===== config.mk =====
export PLATFORM = sky130hd
export DESIGN_NAME = cpsp_regs
export DESIGN_NICKNAME = d
export VERILOG_FILES = /design/src/rtl/assert_macros.svh /design/src/rtl/cpsp_pkg.sv /design/src/rtl/cpsp_regs.sv
export SDC_FILE = /design/constraint.sdc
export NUM_CORES = 1
export LEC_CHECK = 0
export BUFFER_PORTS_ARGS = -buffer_cell sky130_fd_sc_hd__buf_2
export CAP_MARGIN = 10
export CELL_PAD_IN_SITES_DETAIL_PLACEMENT = 1
export CELL_PAD_IN_SITES_GLOBAL_PLACEMENT = 2
export CORE_MARGIN = 3
export CORE_UTILIZATION = 29
export DETAILED_ROUTE_END_ITERATION = 7
export HOLD_SLACK_MARGIN = 0.06
export PLACE_DENSITY_LB_ADDON = 0.1
export RECOVER_POWER = 25
export SETUP_SLACK_MARGIN = 0.5
export SLEW_MARGIN = 5
export SYNTH_ARGS = -nofsm -noshare
export SYNTH_HDL_FRONTEND = slang
export SYNTH_SLANG_ARGS = --single-unit
export TNS_END_PERCENT = 30

===== constraint.sdc =====
create_clock -name clk -period 1.4 [get_ports clk]
set_clock_uncertainty 0.1 [all_clocks]
set_input_delay 0.14 -clock clk [delete_from_list [all_inputs] [get_ports clk]]
set_output_delay 0.14 -clock clk [all_outputs]
set_load 0.05 [all_outputs]

===== src/rtl/assert_macros.svh =====
// ----------------------------------------------------------------------------
// assert_macros.svh
// Assertion shorthands for the RTL.
// ----------------------------------------------------------------------------
`ifndef ASSERT_MACROS_SVH
`define ASSERT_MACROS_SVH

// Same-cycle implication, disabled during reset.
`define CPSP_ASSERT_IMP(lbl, clk, rst_n, ante, cons) \
  lbl: assert property (@(posedge clk) disable iff (!rst_n) (ante) |-> (cons)) \
    else $error("cpsp: implication check failed");

// Next-cycle implication, disabled during reset.
`define CPSP_ASSERT_NXT(lbl, clk, rst_n, ante, cons) \
  lbl: assert property (@(posedge clk) disable iff (!rst_n) (ante) |=> (cons)) \
    else $error("cpsp: next-cycle check failed");

`endif


===== src/rtl/cpsp_pkg.sv =====
`timescale 1ns / 1ps
// ----------------------------------------------------------------------------
// cpsp_pkg
// Shared types and constants of the cascaded position/speed PI controller.
// ----------------------------------------------------------------------------
package cpsp_pkg;

  localparam int GAIN_W   = 24;
  localparam int DATA_W   = 32;
  localparam int SPEED_W  = 16;
  localparam int CFG_AW   = 4;
  localparam int CFG_DW   = 32;
  localparam int FRAC_W   = 16;

  // register indexes
  localparam logic [1:0] REG_POS_KP = 2'd0;
  localparam logic [1:0] REG_POS_KI = 2'd1;
  localparam logic [1:0] REG_SPD_KP = 2'd2;
  localparam logic [1:0] REG_SPD_KI = 2'd3;

  // reset gains, Q8.16
  localparam logic [GAIN_W-1:0] POS_KP_RST = 24'd983040;
  localparam logic [GAIN_W-1:0] POS_KI_RST = 24'd655;
  localparam logic [GAIN_W-1:0] SPD_KP_RST = 24'd6553600;
  localparam logic [GAIN_W-1:0] SPD_KI_RST = 24'd6553600;

  typedef enum logic [1:0] {
    ALU_ADD,
    ALU_SUB,
    ALU_MUL
  } alu_op_t;

  typedef struct packed {
    logic [GAIN_W-1:0] pos_kp;
    logic [GAIN_W-1:0] pos_ki;
    logic [GAIN_W-1:0] spd_kp;
    logic [GAIN_W-1:0] spd_ki;
  } gains_t;

endpackage


===== src/rtl/cpsp_regs.sv =====
`timescale 1ns / 1ps
// ----------------------------------------------------------------------------
// cpsp_regs
// APB gain register file: four unsigned Q8.16 gains.
// ----------------------------------------------------------------------------
module cpsp_regs
  import cpsp_pkg::*;
(
  input  logic              clk,
  input  logic              rst_n,
  input  logic              psel,
  input  logic              penable,
  input  logic              pwrite,
  input  logic [CFG_AW-1:0] paddr,
  input  logic [CFG_DW-1:0] pwdata,
  output logic [CFG_DW-1:0] prdata,
  output gains_t            gains
);

  gains_t gains_r;
  logic   wr_en;
  logic [1:0] reg_idx;

  assign wr_en   = psel && penable && pwrite;
  assign reg_idx = paddr[CFG_AW-1:2];

  always_ff @(posedge clk) begin
    if (!rst_n) begin
      gains_r.pos_kp <= POS_KP_RST;
      gains_r.pos_ki <= POS_KI_RST;
      gains_r.spd_kp <= SPD_KP_RST;
      gains_r.spd_ki <= SPD_KI_RST;
    end else if (wr_en) begin
      unique case (reg_idx)
        REG_POS_KP: gains_r.pos_kp <= pwdata[GAIN_W-1:0];
        REG_POS_KI: gains_r.pos_ki <= pwdata[GAIN_W-1:0];
        REG_SPD_KP: gains_r.spd_kp <= pwdata[GAIN_W-1:0];
        REG_SPD_KI: gains_r.spd_ki <= pwdata[GAIN_W-1:0];
        default: ;
      endcase
    end
  end

  always_comb begin
    unique case (reg_idx)
      REG_POS_KP: prdata = CFG_DW'(gains_r.pos_kp);
      REG_POS_KI: prdata = CFG_DW'(gains_r.pos_ki);
      REG_SPD_KP: prdata = CFG_DW'(gains_r.spd_kp);
      REG_SPD_KI: prdata = CFG_DW'(gains_r.spd_ki);
      default:    prdata = '0;
    endcase
  end

  assign gains = gains_r;

endmodule


Word-level counts from Yosys, hierarchy flattened
Cells that the tools add are included.
{"block": "word_totals", "regBits": 96}
{"block": "op_classes", "eq_ne": 3, "muxes": 1, "reduce_logical": 7}
{"op": "$pmux 32 s4", "count": 1}
{"op": "$reduce_and 2->1", "count": 4}
{"op": "$eq 2x2->1 const B", "count": 2}
{"op": "$eq 2x1->1 const B", "count": 1}
{"op": "$logic_and 1x1->1", "count": 2}
{"op": "$logic_not 2->1", "count": 1}

Longest topological paths before layout
{"block": "depth", "depth_word": 3, "mapped_depth": 5, "mapped_depth_nobuf": 3}

Worst setup path after synthesis
No wires, ideal clock.
{"block": "synth_timing", "path_kind": "reg2out", "startpoint": "register gains_r (netlist bit gains[18])", "endpoint": "output prdata[18]", "t_arrival_ns": 1.153, "t_required_ns": 1.160, "path_slack_ns": 0.007, "stages_incl_launch_ff": 2, "path_buffers": 0, "cell_sequence": "dfxtp_1 mux4_2"}
{"block": "synth_via", "elab_chain_cells": 1}
{"element": "from (decl)", "line_no": "cpsp_regs.sv:20", "rtl": "gains_t gains_r;"}
{"element": "$pmux 32 s4", "line_no": "cpsp_regs.sv:45", "rtl": "unique case (reg_idx)"}
{"element": "to (decl)", "line_no": "cpsp_regs.sv:16", "rtl": "output logic [CFG_DW-1:0] prdata,"}
Every way passes these cells. The select of a mux whose other input is x is not followed.

Final worst setup path
{"block": "layout_timing", "startpoint": "register gains_r (netlist bit gains[67])", "endpoint": "output prdata[19]"}
Same word-level chain as after synthesis.

==> impl_results.md <==
- Pin count of the biggest net entering global routing: 48
- Peak Freq: 0.6285 GHz
- Largest fanout on the critical path: 3
- Via density: 4.766
- Port buffer count: 150
- Avg Cell Area, Syn: 10.91 sq um
- Hold Path Depth: 3
- Max reg flops: 96
- Reg clk slew, reported paths: 0.06 ns
- Tcrit/Tclk final: 113.7%
- VDD IR max: 474.7 uV
- CORE AREA: between 10000 and 15000 sq um
- Crit Reg-Reg Endpoint: gains[12]
- Area grow syn2layout: 76.15%
- Static Leakage: between 3 and 4 nW
- # H-tree levels: 3
- Kind of cell adding the most delay to the critical path: multiplexers
- Min Hold Slack: 0.04236 ns
- FP Rows: between 40 and 50
- Sequential area share after synthesis: about 44%
- Root Driver: clkbuf_16
- Post-DP HPWL: 9611 um
- CP Capture Type: output pin
- Ys Warns: 0
- Ant diodes: 0
- Vias after detailed routing: approximately 3800
- Layout cell share with drive strength beyond 1: 59.25%
- Worst R2R Path Depth: 4
- Worst r2r src: gains[12]
- First-pass GRT wire length: 22270 um
- Post-route ant nets: 0
- Die Wd: 128.4 um
- Post-synthesis cell count: 398
- Slew Viols, Final: 0
- Util after Layout: a little over half
- Gpl congestion: between 0.7 and 0.8
- Starting Density: slightly below 30%
- Unrepaired setup endpoints after global routing: true
- Max_cap viols: 0
- CP peak stage delay: 0.48 ns
- Normalized max-slew margin: 52.80%
- Cell area power density: about 790 nW/um^2
- Critical path arrival: 1.35 ns
- Failing checks: setup timing
- Vias in the first global route: 3978
- Final min period: approximately 1.6 ns
- Total CTS buffers: 9
- Synthesized area: 4343 sq um
- Critical Path RT: between 1 and 1.5 ns
- DR iter-0 viols: 148
- CTS Sinks: 96
- Status: complete, but fails checks
- Die Span Y: around 130 um
- Footprint of the multi-input gates: 2150 sq um
- Die Footprint: 16480 sq um
- Most frequent cells in the layout: 100 x buf_8, 92 x nand2_1, 86 x mux2i_1, 50 x dfxtp_4, 48 x buf_6
- CP cell instances: mux4_2, buf_6
- Flops & latches, synth: 96
- Synth unique cells: 21
- Clk_lat worst skew: 0.33 ns
- Setup slack after layout: -0.1911 ns
- Hold Path Class: input port to flop
- Total GRT Usage: 17.43%
- Pin slew with the least headroom to its limit: approximately 0.71 ns
- R2R Setup Slk: 0.50 ns
- Power Total: 6.034 mW
- Routed Wire Length: 14550 um
- Commonest non-fill, non-tap cell in the layout: buf_8
- Nature of the critical path startpoint: flop
- Clock buffer depth: 2
- Ports: 169
- Storage cell area: 2167 sq um
- Stages on worst setup path: 2
- Wire per inst: 18.31 um
- Post-route DRC: 0
- Hold_sp: rst_n
- Final Hold Fails: 0
- Setup CP Type: flop to output pin
- Initial antenna violation count: 0
- WHS Endpoint: gains[29]
- # fillers: 1488
- GRT overflow: 0
- CTS tree: done
- Final setup viols: 24
- Pre-CTS setup slack: -0.1068 ns
- Slowest stage cell, crit path: mux4_2
- Drt first pass iters: 4
- Buf/Inv on CP: 1
- Nets@finish: 647
[cells by family (layout without fill, tap and decap cells)]
family	count (synthesis)	count (layout)	share of synthesized area [%]
simple gates	128	128	13.43
mux	111	111	32.50
flops	96	96	44.25
buf+inv	50	256	7.664
compound gates	12	12	2.074
other cells	1	8	0.08635
[how the worst max path moves through the flow]
| stage | startpoint | end | slack [ns] |
|---|---|---|---|
| final | gains[67] | prdata[19] | -0.19 |
| after global routing | gains[86] | prdata[14] | -0.23 |
| after CTS | gains[9] | prdata[9] | -0.20 |
| after detailed placement | paddr[2] | prdata[8] | -0.11 |
| after global placement | paddr[2] | prdata[11] | -0.09 |
| after floorplan | paddr[3] | prdata[13] | 0.10 |
[what timing repair did]
| item | CTS | global route |
|---|---|---|
| gates resized for setup | 327 | 121 |
| cloned | 0 | 0 |
| endpoints found under the hold margin | 96 | 6 |
| setup buffers | 10 | 16 |
| hold buffers | 24 | 1 |
| pin swaps | 7 | 8 |
| endpoints found under the setup margin | 216 | 207 |
[worst register-to-register path, delay by kind of cell, from the launching register on]
family | cells | cell delay (ns)
flops | 1 | 0.35
simple gates | 1 | 0.04
mux | 1 | 0.06
buf+inv | 2 | 0.22
[Yosys cell counts, drive strengths merged]
library cell / number / share of area, %
inv: 9 / 0.78
o31ai: 3 / 0.52
buf: 33 / 6.2
nand2: 104 / 9.0
nand4b: 6 / 1.2
nor3: 1 / 0.23
o211ai: 9 / 1.6
or3: 1 / 0.26
and3: 1 / 0.14
nand3: 2 / 0.63
nand3b: 1 / 0.17
mux4: 24 / 12
dfxtp: 96 / 44
conb: 1 / 0.086
mux2i: 87 / 20
nor2b: 10 / 1.4
nor3b: 2 / 0.35
clkbuf: 8 / 0.69
[area by class of cell]
class	instances	area share, %
flip-flops and latches	96	28.33
clock inverters	4	0.2617
inverters	9	0.4416
well taps	184	3.009
multi-input cells	259	28.10
repair buffers	231	36.64
clock buffers	12	3.222
[metal layers]
metal	track usage, %	up-vias	share of wire, %
met3	3.487	16	4.9
met4	5.556	0	1.3
met5	0	-	0
li1	-	1775	-
met1	21.97	1893	42
met2	30.00	105	52
[power breakdown]
part / internal [mW] / total, mW / switching (mW)
Sequential: 2.69 / 2.73 / 0.0425
Clock: 1.24 / 2.27 / 1.03
Combinational: 0.447 / 1.03 / 0.581
[per-stage QoR]
| step | instance area (sq um) | setup TNS [ns] | instances |
|---|---|---|---|
| 6_report | 7650 | -4.177 | 795 |
| 5_1_grt | 7650 | -5.199 | 795 |
| 4_1_cts | 7315 | -4.385 | 778 |
| 3_5_place_dp | 5643 | -1.408 | 728 |
| 3_3_place_gp | 5643 | -1.063 | 728 |
| 2_1_floorplan | 4596 | 0 | 405 |
(Power assumes the default switching activity.)
